`config.mk`:
```
export PLATFORM = sky130hd
export DESIGN_NAME = tbrl_ctrl
export DESIGN_NICKNAME = d
export VERILOG_FILES = /design/src/hdl/tbrl_pkg.sv /design/src/hdl/tbrl_ctrl.sv
export SDC_FILE = /design/constraint.sdc
export NUM_CORES = 1
export LEC_CHECK = 0
export BUFFER_PORTS_ARGS = -buffer_cell sky130_fd_sc_hd__buf_2
export CORE_MARGIN = 2
export CORE_UTILIZATION = 55
export DETAILED_ROUTE_END_ITERATION = 8
export PLACE_DENSITY = 0.75
export SYNTH_ARGS = -nofsm -noshare
export SYNTH_HDL_FRONTEND = slang
export SYNTH_SLANG_ARGS = --single-unit
```
`constraint.sdc`:
```
create_clock -name clk -period 2.1 [get_ports clk]
set_clock_uncertainty 0.05 [all_clocks]
set_input_delay 0.105 -clock clk [delete_from_list [all_inputs] [get_ports clk]]
set_output_delay 0.105 -clock clk [all_outputs]
set_load 0.005 [all_outputs]
```
`src/hdl/tbrl_pkg.sv`:
```
package tbrl_pkg;

  localparam int unsigned OP_W   = 2;
  localparam int unsigned TIME_W = 63;
  localparam int unsigned TOK_W  = 62;
  localparam int unsigned DATA_W = 32;
  localparam int unsigned PROD_W = 64;
  localparam int unsigned ACC_W  = 95;
  localparam int unsigned CNT_W  = 6;
  localparam int unsigned IDX_W  = 1;

  localparam logic [DATA_W-1:0] SCALE           = 32'd1000000000;
  // floor(2^61 / 1e9)
  localparam logic [DATA_W-1:0] RECIP_SCALE     = 32'd2305843009;
  localparam logic [TIME_W-1:0] TIME_MAX        = '1;
  localparam logic [CNT_W-1:0]  DIV_RATE_STEPS  = 6'd62;

  localparam logic [IDX_W-1:0] REG_RATE = 1'b0;
  localparam logic [IDX_W-1:0] REG_CAP  = 1'b1;

  typedef enum logic [OP_W-1:0] {
    OP_REFILL  = 2'd0,
    OP_CONSUME = 2'd1,
    OP_QUERY   = 2'd2,
    OP_NOP     = 2'd3
  } opcode_t;

  typedef enum logic [4:0] {
    CMD_NONE,
    CMD_CAPTURE,
    CMD_SET_START,
    CMD_TOUCH,
    CMD_FILL,
    CMD_PREP,
    CMD_MUL_LO,
    CMD_MUL_HI,
    CMD_SUM,
    CMD_RF_UPD,
    CMD_MUL_BYTES,
    CMD_CONSUME,
    CMD_Q_NOW,
    CMD_Q_NEVER,
    CMD_DIV_RATE,
    CMD_Q_SUM,
    CMD_CONV_EST,
    CMD_CONV_MUL,
    CMD_CONV_SUB,
    CMD_CONV_FIX,
    CMD_OUT
  } cmd_t;

  typedef struct packed {
    opcode_t op;
    logic    started;
    logic    now_gt_last;
    logic    rate_zero;
    logic    cap_zero;
    logic    tok_full;
    logic    bytes_zero;
    logic    want_fits;
    logic    div_done;
    logic    conv_fit;
  } dp_stat_t;

endpackage

```
`src/hdl/tbrl_ctrl.sv`:
```
module tbrl_ctrl (
  input  logic               clk,
  input  logic               rst_n,
  input  logic               in_valid,
  output logic               in_stall,
  output logic               out_valid,
  input  logic               out_stall,
  input  tbrl_pkg::dp_stat_t stat,
  output tbrl_pkg::cmd_t     cmd
);
  import tbrl_pkg::*;

  typedef enum logic [14:0] {
    S_IDLE   = 15'b000000000000001,
    S_DECODE = 15'b000000000000010,
    S_RF_LO  = 15'b000000000000100,
    S_RF_HI  = 15'b000000000001000,
    S_RF_SUM = 15'b000000000010000,
    S_RF_UPD = 15'b000000000100000,
    S_CONS   = 15'b000000001000000,
    S_QCHK   = 15'b000000010000000,
    S_QDIV   = 15'b000000100000000,
    S_QSUM   = 15'b000001000000000,
    S_CONV   = 15'b000010000000000,
    S_CMUL   = 15'b000100000000000,
    S_CSUB   = 15'b001000000000000,
    S_CFIX   = 15'b010000000000000,
    S_FIN    = 15'b100000000000000
  } state_t;

  state_t state_r, state_nxt;
  logic   out_valid_r, out_valid_nxt;

  always_comb begin
    state_nxt     = state_r;
    cmd           = CMD_NONE;
    out_valid_nxt = out_valid_r & out_stall;
    case (state_r)
      S_IDLE: begin
        if (in_valid) begin
          cmd       = CMD_CAPTURE;
          state_nxt = S_DECODE;
        end
      end
      S_DECODE: begin
        case (stat.op)
          OP_REFILL: begin
            state_nxt = S_CONV;
            if (!stat.started) begin
              cmd = CMD_SET_START;
            end else if (!stat.now_gt_last || stat.rate_zero || stat.cap_zero) begin
              cmd = CMD_TOUCH;
            end else if (stat.tok_full) begin
              cmd = CMD_FILL;
            end else begin
              cmd       = CMD_PREP;
              state_nxt = S_RF_LO;
            end
          end
          OP_CONSUME: begin
            cmd       = CMD_MUL_BYTES;
            state_nxt = S_CONS;
          end
          OP_QUERY: begin
            cmd       = CMD_MUL_BYTES;
            state_nxt = S_QCHK;
          end
          default: begin
            state_nxt = S_CONV;
          end
        endcase
      end
      S_RF_LO: begin
        cmd       = CMD_MUL_LO;
        state_nxt = S_RF_HI;
      end
      S_RF_HI: begin
        cmd       = CMD_MUL_HI;
        state_nxt = S_RF_SUM;
      end
      S_RF_SUM: begin
        cmd       = CMD_SUM;
        state_nxt = S_RF_UPD;
      end
      S_RF_UPD: begin
        cmd       = CMD_RF_UPD;
        state_nxt = S_CONV;
      end
      S_CONS: begin
        cmd       = CMD_CONSUME;
        state_nxt = S_CONV;
      end
      S_QCHK: begin
        if (stat.bytes_zero || stat.want_fits) begin
          cmd       = CMD_Q_NOW;
          state_nxt = S_CONV;
        end else if (stat.rate_zero) begin
          cmd       = CMD_Q_NEVER;
          state_nxt = S_CONV;
        end else begin
          cmd       = CMD_DIV_RATE;
          state_nxt = S_QDIV;
        end
      end
      S_QDIV: begin
        if (stat.div_done) begin
          state_nxt = S_QSUM;
        end
      end
      S_QSUM: begin
        cmd       = CMD_Q_SUM;
        state_nxt = S_CONV;
      end
      S_CONV: begin
        cmd       = CMD_CONV_EST;
        state_nxt = S_CMUL;
      end
      S_CMUL: begin
        cmd       = CMD_CONV_MUL;
        state_nxt = S_CSUB;
      end
      S_CSUB: begin
        cmd       = CMD_CONV_SUB;
        state_nxt = S_CFIX;
      end
      S_CFIX: begin
        if (stat.conv_fit) begin
          state_nxt = S_FIN;
        end else begin
          cmd = CMD_CONV_FIX;
        end
      end
      S_FIN: begin
        if (!out_valid_r || !out_stall) begin
          cmd           = CMD_OUT;
          out_valid_nxt = 1'b1;
          state_nxt     = S_IDLE;
        end
      end
      default: begin
        state_nxt = S_IDLE;
      end
    endcase
  end

  always_ff @(posedge clk) begin
    if (!rst_n) begin
      state_r     <= S_IDLE;
      out_valid_r <= 1'b0;
    end else begin
      state_r     <= state_nxt;
      out_valid_r <= out_valid_nxt;
    end
  end

  assign in_stall  = (state_r != S_IDLE);
  assign out_valid = out_valid_r;

endmodule

```
======== Word-level counts from Yosys, hierarchy flattened ========
Cells that the tools add are included.
word-level totals
  memory bits (writable) .................. 0
  memories ................................ 0
  input port bits ......................... 15
  register bits ........................... 16
  output and inout bits ................... 7
  ROM bits ................................ 0
  bits in latches ......................... 0
operators by class
  magnitude comparators ................... 0
  add/sub/neg operators ................... 0
  reduce and logical (&&, ||, !) cells .... 11
  mux-type cells .......................... 23
  bitwise operators ....................... 1
  equality and inequality tests ........... 22
  divide/modulo/power cells ............... 0
  multiply operators ...................... 0
  shift operators ......................... 0
operators with widths
  kind                    count
  $pmux W15 S13           1
  $pmux W5 S14            1
  $mux W15                4
  $mux W11                5
  $pmux W15 S3            1
  $eq A15 B1 Y1 const B   1
  $eq A15 B10 Y1 const B  1
  $eq A15 B11 Y1 const B  1
  $eq A15 B12 Y1 const B  1
  $eq A15 B13 Y1 const B  1
  $eq A15 B14 Y1 const B  1
  $eq A15 B15 Y1 const B  1
  $eq A15 B2 Y1 const B   1
  $eq A15 B3 Y1 const B   1
  $eq A15 B4 Y1 const B   1
  $eq A15 B5 Y1 const B   1
  $eq A15 B6 Y1 const B   1
  $eq A15 B7 Y1 const B   1
  $eq A15 B8 Y1 const B   1
  $eq A15 B9 Y1 const B   1
  $ne A15 B1 Y1 const B   1
  $mux W5                 2
  $ne A2 B2 Y1 const B    4
  $pmux W4 S2             1
  12 further kinds        22

======== Logic depth before layout (Yosys ltp) ========
Gate-level depths: netlist (run 1).
  word-level depth ........................ 7
  mapped depth ............................ 6
  mapped depth without buffers ............ 5

======== Least setup slack after synthesis (run 1) ========
No wires, ideal clock.
  path type ............................... reg2reg
  start ................................... register state_r[5]
  end ..................................... register state_r[0]
  setup slack ............................. 0.408 ns
  period minus slack after synthesis ...... 1.692 ns
  arrival time ............................ 1.527 ns
  cell stages (with the launch flop) ...... 6
  buffers on the path ..................... 1
  required time ........................... 1.934 ns
  cell sequence ........................... dfxtp_1 buf_4 nor4_4 nand2b_2 o32a_1 a31o_1
between the ends
  longest elaborated chain between the ends .. 3
  elaborated cells on any way between the ends .. 22
RTL lines
  element                                                            RTL line          text
  from (decl)                                                        tbrl_ctrl.sv:31   state_t state_r, state_nxt;
  from (signal assigned)                                             tbrl_ctrl.sv:151  state_r <= state_nxt;
  $eq A15 B10 Y1, or another cell as far along                       tbrl_ctrl.sv:38   case (state_r)
  $reduce_or A3 Y1 (no line) / $ne A2 B2 Y1 (equally long branches)  --
  $pmux W15 S13 / $reduce_and A4 Y1 (equally long branches)          --
Parallel ways exist; a longest one is shown, timed or not.
A chain may end at the register's enable or synchronous reset.

======== Worst setup path in the final report (run 1) ========
  start ................................... register state_r[1]
  end ..................................... output cmd[1]
between the ends
  longest elaborated chain between the ends .. 2
  elaborated cells on any way between the ends .. 15
RTL lines
  element                                       RTL line         text
  $eq A15 B15 Y1, or another cell as far along  tbrl_ctrl.sv:38
  $pmux W5 S14 *                                tbrl_ctrl.sv:38
  to (decl)                                     tbrl_ctrl.sv:9   output tbrl_pkg::cmd_t cmd
Every way passes the cells marked *; elsewhere a longest branch is shown, timed or not.

==> results of run 1 <==
[per-stage QoR]
step	cells	power [mW]	hold slack [ps]	cell area (um^2)
2_1_floorplan	156	0.490	131	1290
3_3_place_gp	202	0.565	244	1420
3_5_place_dp	202	0.569	248	1420
4_1_cts	212	0.798	57.6	1560
5_1_grt	225	0.899	89.7	1730
6_report	225	0.859	73.6	1730
[cell families (layout without fill, tap and decap cells)]
| kind of cell | Yosys count | after routing | share of synthesized area |
|---|---|---|---|
| compound gates | 28 | 28 | 0.146 |
| fa+ha+maj | 4 | 4 | 0.0388 |
| buf+inv | 15 | 56 | 0.0660 |
| mux | 2 | 2 | 0.0165 |
| xor+xnor | 7 | 7 | 0.0476 |
| simple gates | 84 | 84 | 0.437 |
| flops | 16 | 16 | 0.249 |
[placed cells by master (no fill, tap or decap), types with 2 or more instances in the layout]
master	instances
buf_2	21
nor4_1	3
nor2_1	12
xor2_1	6
a21oi_2	2
dfxtp_4	2
nand2b_1	2
a211o_1	2
o21ai_0	10
nand3_1	4
nand3b_1	4
buf_4	25
or3_1	2
dfxtp_1	4
nor3_1	5
nor2b_1	2
a311oi_1	2
inv_1	4
a21oi_1	2
clkbuf_4	3
dfxtp_2	10
and3_1	2
nand4_1	6
nor2_2	2
nor4b_4	2
nor4_4	5
ha_1	4
nand2_1	10
nor3_4	2
nor3b_1	8
nor4b_1	2
and2_1	2
nand2b_2	2
[report_power, final]
group	leakage, nW	switching (mW)	internal [mW]
logic	0.582	0.157	0.144
clock network	0.0210	0.103	0.106
registers	0.135	0.0323	0.316
total	0.738	0.292	0.567
[final cells by class]
cell class | instances | area share
Clock buffer | 4 | 0.0210
Inverter | 4 | 0.00868
Multi-Input combinational cell | 125 | 0.572
Sequential cell | 16 | 0.197
Tap cell | 28 | 0.0202
Timing Repair Buffer | 48 | 0.181
[worst paths after layout]
path	from	endpoint	slack [ps]	depth (start not counted)
setup reg to reg	state_r[4]$_SDFFE_PN0P_	state_r[0]$_SDFFE_PN1P_	230	8
hold / removal	rst_n	state_r[10]$_SDFFE_PN0P_	70	2
hold reg to reg	state_r[10]$_SDFFE_PN0P_	state_r[12]$_SDFFE_PN0P_	460	1
setup / recovery	state_r[1]$_SDFFE_PN0P_	cmd[1]	-50	7
[worst max-delay path, cell delays in order (launching register included)]
cell and delay (ps):
dfxtp_4 390, nor4_4 410, buf_4 180, buf_4 110, nor4b_4 290, nor4_1 90, o31ai_1 90, buf_2 160
[cell usage after synthesis, types with 3 or more instances]
library cell | instances | area [um^2]
o21ai_0 | 10 | 50.1
buf_4 | 3 | 22.5
dfxtp_1 | 16 | 320
nor4b_1 | 4 | 35.0
a21oi_1 | 4 | 20.0
nand3_1 | 5 | 25.0
ha_1 | 4 | 50.1
nand2_1 | 10 | 37.5
nand4_1 | 6 | 37.5
nor3b_1 | 8 | 60.1
xor2_1 | 6 | 52.6
inv_1 | 4 | 15.0
nor2_1 | 14 | 52.6
nand3b_1 | 4 | 30.0
nor3_1 | 5 | 25.0
clkbuf_1 | 4 | 15.0
nor4_1 | 4 | 25.0
nor4_4 | 3 | 63.8
[state kept, by name (all words and copies together), names as in the netlist]
signal / count
out_valid: 1
state_r: 15
[layer usage]
| layer | global-route usage | vias up | wire length, um |
|---|---|---|---|
| li1 | - | 660 | - |
| met1 | 0.397 | 691 | 1690 |
| met2 | 0.473 | 102 | 2110 |
| met3 | 0.0486 | 22 | 401 |
| met4 | 0.124 | 0 | 207 |
| met5 | 0 | - | 0 |
[repair_timing]
action	4_1_cts	5_1_grt
endpoints found under the setup margin	5	4
hold endpoints to repair	1	0
resized for setup	11	21
pin swaps	3	12
hold buffers	1	0
buffers inserted	5	13
==> qor.yml, run 1 <==
outcome:
  status: "finished with violations"
  failed_checks: "negative setup slack"
setup_path:
  end_kind: "output pin"
  worst_ep_required_time_ps: 1950
  setup.worst_path.class: "flop to output pin"
  cp_data_arrival_time_ps: 1990
  crit_path_max_fanout: 8
  startpoint_type: "flop"
clock_tree:
  cts_htree_levels: 1
  cts_inserted_buffers: 3
  cts_tree: "done"
  clock_latency_ps: 300
  cts.reportedPaths.clkPinSlew_ps: 100
  clock-root-buffer: "clkbuf_4"
  clock_path_buffers: 2
  tritoncts_num_sinks: 16
pwr:
  peakVddDrop_v: 0.000391
  powerDensity_nw_per_um2: 496
  total_leakage_power_nw: 0.738
die:
  rows: 17
  fp.dieW_um: 52.4
  io-pin-count: 22
  design.die.area_um2: 2750
  core_area_um2: 2210
  die_y_um: 52.4
  initial_core_util: 0.583
layout:
  filler_cell_count: 147
  area.growth.synth_to_final_pct: 34.3
  n_antenna_cell: 0
  post-route-util: 0.782
  area_taken_by_multi_input_logic_gates_um2: 990
  num-nets-final: 217
  layout.area.seq_um2: 340
  drive_gt1_frac: 0.437
timing:
  report.final.setup_viol: 3
  final-hold-violation-count: 0
  relSlewSlack: 0.662
  timing.setup.tns_ps: -75.8
  period_share: 1.02
  fmax_mhz: 466
  tightestPinTransition_ps: 502
  final.min_clock_period_ps: 2150
  postLayoutSetupSlackWorst_ps: -47.3
  slew_viol_final: 0
  unrepaired_setup_endpoints_after_global_routing: "yes"
drt:
  detailedRoute.firstIterationViolations: 86
  wl_per_cell_um: 19.6
  route.antenna.remaining_nets: 0
  dr.pass1.iters: 4
  vias: 1475
  detail_route.vias_per_cell: 6.56
  route.detailed.drc: 0
  wirelength_mm: 4.40
logic_synthesis:
  postSynthRegisterBits: 16
  async_flop_share: 0
  postSynthCellCount: 156
  dominant_register_cell_in_the_synthesized_netlist: "dfxtp_1"
  ys.warnings.count: 0
  synth_unique_cells: 49
  sequential_to_total_area_share_from_yosys_stat: 0.249
  synth_edf_count: 0
  synth_nets: 175
  syn-mean-instance-area_um2: 8.26
  syn_area_um2: 1290
global_route:
  grt_usage: 0.298
  grt_overflow_total: 0
  grt_pass1_vias: 1281
  grt_antenna_before_repair: 0
  grt_first_pass_wirelength_mm: 5.98
  maximum_number_of_pins_on_one_net_before_global_route_repair: 13
placement:
  place.gp.congestion: 0.949
  place_hpwl_mm: 2.52
  dp_worst_setup_slack_ps: 83.3
  io_buffer_count: 21
run:
  drv.max_cap_violation_count: 0
min_path:
  hold_class: "input pin to flop"
Note: power is estimated with default switching activity, not from simulation.
==> inputs of run 2 (changes only) <==
- CORE_MARGIN: 2 -> not set
==> run 2 against run 1 <==
Against the previous run:
- the flow still finishes with violations (negative setup slack)
- flip-flop and latch count unchanged
- setup slack worse by 1.6 ps
- critical path depth up 1
- non-clock buffer count down 4
- die area down 7.5%
- first-iteration DRC count down 10%
- cell area down 1.4%
- maximum frequency about the same
- global-route usage up 0.055 points
- register-to-register slack worse by 50 ps
- hold slack better by 8.3 ps
- critical endpoint is now cmd[2]
==> qor.yml, run 2 (synthesis results as in run 1) <==
pwr:
  power.net_switching_mw: 0.284
  power_frac_clock: 0.250
  seq_power_share: 0.405
  swShare: 0.338
  powerDensity_nw_per_um2: 493
  total_leakage_power_nw: 0.710
  share_comb_of_total_power: 0.344
  peakVddDrop_v: 0.000436
  power.internal_mw: 0.557
clock_tree:
  clock_path_buffers: 2
  cts_tree: "done"
  clock-root-buffer: "clkbuf_4"
  cts_htree_levels: 1
  clock_latency_ps: 300
  tritoncts_num_sinks: 16
  cts_inserted_buffers: 3
  cts.reportedPaths.clkPinSlew_ps: 90
timing:
  fmax_mhz: 465
  unrepaired_setup_endpoints_after_global_routing: "yes"
  slew_viol_final: 0
  report.final.setup_viol: 3
  final-hold-violation-count: 0
  relSlewSlack: 0.725
  tightestPinTransition_ps: 409
  postLayoutSetupSlackWorst_ps: -48.9
  final.min_clock_period_ps: 2150
  period_share: 1.02
drt:
  route.antenna.remaining_nets: 0
  wl_per_cell_um: 17.5
  detail_route.vias_per_cell: 6.44
  wirelength_mm: 3.86
  vias: 1424
  dr.pass1.iters: 5
  route.detailed.drc: 0
  detailedRoute.firstIterationViolations: 77
outcome:
  failed_checks: "negative setup slack"
  status: "finished with violations"
placement:
  io_buffer_count: 21
  place_hpwl_mm: 2.52
  placed_cells: 202
  place.gp.congestion: 0.985
  place_area_um2: 1420
setup_path:
  cp_data_arrival_time_ps: 1990
  crit_path_max_fanout: 6
  worst_reg2reg_setup_slack_ps: 180
  end_kind: "output pin"
  worst_ep_required_time_ps: 1950
  setup.worst_path.class: "flop to output pin"
  startpoint_type: "flop"
global_route:
  grt_pass1_vias: 1268
  grt_overflow_total: 0
  maximum_number_of_pins_on_one_net_before_global_route_repair: 13
  grt_usage: 0.298
  grt_first_pass_wirelength_mm: 5.66
  grt_antenna_before_repair: 0
layout:
  n_antenna_cell: 0
  final_design_area_no_fill_um2: 1710
  instances_no_fill: 221
  drive_gt1_frac: 0.420
  top_register_by_number_of_flip_flops: "state_r"
  area.growth.synth_to_final_pct: 32.3
  post-route-util: 0.771
  most-common-layout-cells: "buf_2 (21), buf_4 (19), nor2_1 (13)"
  largest_register_ffs: 15
  num-nets-final: 213
  layout.cells.most_common: "buf_2"
  filler_cell_count: 156
die:
  core_area_um2: 2210
  rows: 17
  die_y_um: 50.4
  design.die.area_um2: 2540
  initial_core_util: 0.583
  fp.dieW_um: 50.4
  io-pin-count: 22
min_path:
  hold_class: "input pin to flop"
run:
  drv.max_cap_violation_count: 0
[run 2: final timing paths]
path,end,from,depth (start not counted)
worst min-delay path,state_r[8]$_SDFFE_PN0P_,rst_n,2
worst max register to register,state_r[1]$_SDFFE_PN0P_,state_r[11]$_SDFFE_PN0P_,7
worst min register to register,state_r[11]$_SDFFE_PN0P_,state_r[11]$_SDFFE_PN0P_,1
worst max-delay path,cmd[2],state_r[11]$_SDFFE_PN0P_,8
[run 2: worst max-delay path, cell delays in order, from the launching register on]
cell and delay [ps]:
dfxtp_4 380, nor4_4 280, buf_6 170, buf_6 90
nand4_1 160, a21oi_2 260, nor2_1 90, o2111ai_1 110
buf_2 150
[run 2: stage by stage]
stage / setup slack [ps] / total power, mW / hold WS, ps / setup TNS [ps]
after global placement: 120 / 0.556 / 256 / 0
final: -48.9 / 0.841 / 81.8 / -70.7
after CTS: 6.25 / 0.794 / 52.5 / 0
after floorplan: 408 / 0.490 / 131 / 0
after global routing: -170 / 0.889 / 90.3 / -352
after detailed placement: 112 / 0.562 / 253 / 0
[run 2: repair_timing]
| action | CTS | global route |
|---|---|---|
| pin swaps | 4 | 16 |
| endpoints found under the setup margin | 5 | 5 |
| hold buffers | 1 | 0 |
| gates resized for setup | 14 | 20 |
| endpoints found under the hold margin | 1 | 0 |
| buffers inserted | 3 | 11 |
[run 2: routing by layer]
metal | GRT usage | wire (um) | share of wire | vias up
met5 | 0 | 0 | 0 | -
met4 | 0.153 | 137 | 0.035 | 0
met3 | 0.0333 | 301 | 0.078 | 16
met2 | 0.489 | 1890 | 0.49 | 79
met1 | 0.383 | 1540 | 0.40 | 680
li1 | - | - | - | 649
[run 2: layout make-up]
class                           instances  area, um^2  share of cell area
Timing Repair Buffer                   44         292               0.171
Clock buffer                            4        36.3              0.0213
Sequential cell                        16         342               0.200
Tap cell                               28        35.0              0.0205
Inverter                                4        15.0             0.00880
Multi-Input combinational cell        125         986               0.578
[run 2: power groups by stage]
stage	clock network, mW	registers (mW)	logic [mW]
6_report	0.210	0.341	0.290
5_1_grt	0.234	0.343	0.312
4_1_cts	0.218	0.343	0.233
3_5_place_dp	0	0.348	0.214
3_3_place_gp	0	0.345	0.211
2_1_floorplan	0	0.328	0.162
==> inputs of run 3 (changes only) <==
- GPL_TIMING_DRIVEN: not set -> 0
==> run 3 against run 2 <==
Against the previous run:
- the flow still finishes with violations (negative setup slack)
- sequential share of layout area down 0.66 points
- non-clock buffer count grew 6
- die area stayed put
- wire length is 11% higher
- maximum frequency rose by 1.1%
- cell area rose by 4.9%
- global-route usage is 0.30 points higher
- flip-flop and latch count is the same
- critical path depth shrank 1
- critical path type unchanged
- largest cell class unchanged
- largest power group unchanged
==> qor.yml, run 3 (synthesis results as in run 1) <==
clock_tree:
  cts.reportedPaths.clkPinSlew_ps: 110
  clock-root-buffer: "clkbuf_4"
  cts_tree: "done"
  tritoncts_num_sinks: 16
  cts_inserted_buffers: 3
  clock_path_buffers: 2
  cts_htree_levels: 1
  clock_latency_ps: 300
placement:
  io_buffer_count: 21
  place_hpwl_mm: 2.46
  place.gp.congestion: 0.890
  dp_worst_setup_slack_ps: -4.67
die:
  die_y_um: 50.4
  fp.dieW_um: 50.4
  rows: 17
  io-pin-count: 22
  design.die.area_um2: 2540
  initial_core_util: 0.583
  core_area_um2: 2210
timing:
  report.final.setup_viol: 3
  tightestPinTransition_ps: 459
  unrepaired_setup_endpoints_after_global_routing: "yes"
  period_share: 1.01
  hold-worst-slack_ps: 52.8
  timing.setup.tns_ps: -30.8
  final-hold-violation-count: 0
  slew_viol_final: 0
  postLayoutSetupSlackWorst_ps: -24.6
  final.min_clock_period_ps: 2120
  fmax_mhz: 471
  relSlewSlack: 0.694
drt:
  detailedRoute.firstIterationViolations: 89
  route.antenna.remaining_nets: 0
  wirelength_mm: 4.27
  vias: 1501
  dr.pass1.iters: 5
  detail_route.vias_per_cell: 6.61
  route.detailed.drc: 0
  wl_per_cell_um: 18.8
global_route:
  grt_usage: 0.301
  grt_pass1_vias: 1307
  maximum_number_of_pins_on_one_net_before_global_route_repair: 11
  grt_overflow_total: 0
  grt_antenna_before_repair: 0
  grt_first_pass_wirelength_mm: 5.80
setup_path:
  cp_data_arrival_time_ps: 1970
  crit_path_max_fanout: 6
  cp_common_cell: "nand4_1"
  timing.critical_path.slowest_stage_cell: "dfxtp_4"
  worst_reg2reg_setup_slack_ps: 130
  end_kind: "output pin"
  startpoint_type: "flop"
  worst_ep_required_time_ps: 1950
  setup.worst_path.class: "flop to output pin"
  ordered_cell_list_for_the_critical_path: "nor4_4, buf_4, nand4_1, nor4b_4, a311oi_2, nand4_1, buf_2"
  max_stage_delay_ps: 390
layout:
  num-nets-final: 219
  drive_gt1_frac: 0.447
  area.growth.synth_to_final_pct: 38.8
  layout.cells.most_common: "buf_4"
  post-route-util: 0.809
  layout.area.seq_um2: 347
  top_register_by_number_of_flip_flops: "state_r"
  largest_register_ffs: 15
  most-common-layout-cells: "buf_4 (23), buf_2 (22), nor2_1 (13)"
  area_taken_by_multi_input_logic_gates_um2: 1030
  n_antenna_cell: 0
  filler_cell_count: 142
run:
  drv.max_cap_violation_count: 0
outcome:
  failed_checks: "negative setup slack"
  status: "finished with violations"
min_path:
  hold_class: "input pin to flop"
pwr:
  peakVddDrop_v: 0.000418
  powerDensity_nw_per_um2: 467
  finalPower_mw: 0.836
  total_leakage_power_nw: 0.751
-- run 3: cell types whose count changed in the layout (fill, tap and decap cells not counted), sizes merged --
cell	delta
buf	+5
clkbuf	+1
-- run 3: metal layers --
metal,vias to the layer above,global-route usage,share of wire
met2,103,0.496,0.48
met1,699,0.376,0.39
met5,-,0,0
met4,0,0.139,0.045
met3,31,0.0576,0.084
li1,668,-,-
-- run 3: path summary, 6_finish.rpt --
| kind | startpoint | end | cells past startpoint |
|---|---|---|---|
| worst max-delay path | state_r[2]$_SDFFE_PN0P_ | cmd[0] | 7 |
| worst min-delay path | stat[8] | state_r[2]$_SDFFE_PN0P_ | 3 |
| worst max register to register | state_r[7]$_SDFFE_PN0P_ | state_r[0]$_SDFFE_PN1P_ | 9 |
| worst min register to register | state_r[11]$_SDFFE_PN0P_ | state_r[11]$_SDFFE_PN0P_ | 1 |
-- run 3: timing repair --
action / 4_1_cts / 5_1_grt
setup endpoints to repair: 5 / 4
hold buffers: 1 / 0
buffers inserted: 7 / 15
hold endpoints to repair: 1 / 0
gates resized for setup: 23 / 22
pin swaps: 11 / 10
-- run 3: cell type report --
type	count	area share
tap	28	0.0196
timing repair buffer	44	0.159
sequential	16	0.194
buffer	6	0.0259
multi-input combinational	125	0.573
clock buffer	4	0.0203
inverter	4	0.00839
-- run 3: power breakdown --
| group | switching, mW | total [mW] | internal, mW |
|---|---|---|---|
| combinational | 0.167 | 0.299 | 0.132 |
| sequential | 0.00963 | 0.317 | 0.308 |
| clock | 0.113 | 0.219 | 0.106 |
| total | 0.290 | 0.836 | 0.546 |
-- run 3: worst max-delay path: cells and delay by family, from the launching register on --
family / cells / cell delay, ps
AO/OA/AOI/OAI: 1 / 100
buffers and inverters: 2 / 280
flip-flops: 1 / 390
AND/OR/NAND/NOR: 4 / 900
-- run 3: stage by stage --
stage / instance area, um^2 / instances
floorplan: 1290 / 156
global placement: 1430 / 205
detailed placement: 1430 / 205
CTS: 1610 / 214
global route: 1790 / 227
finish: 1790 / 227
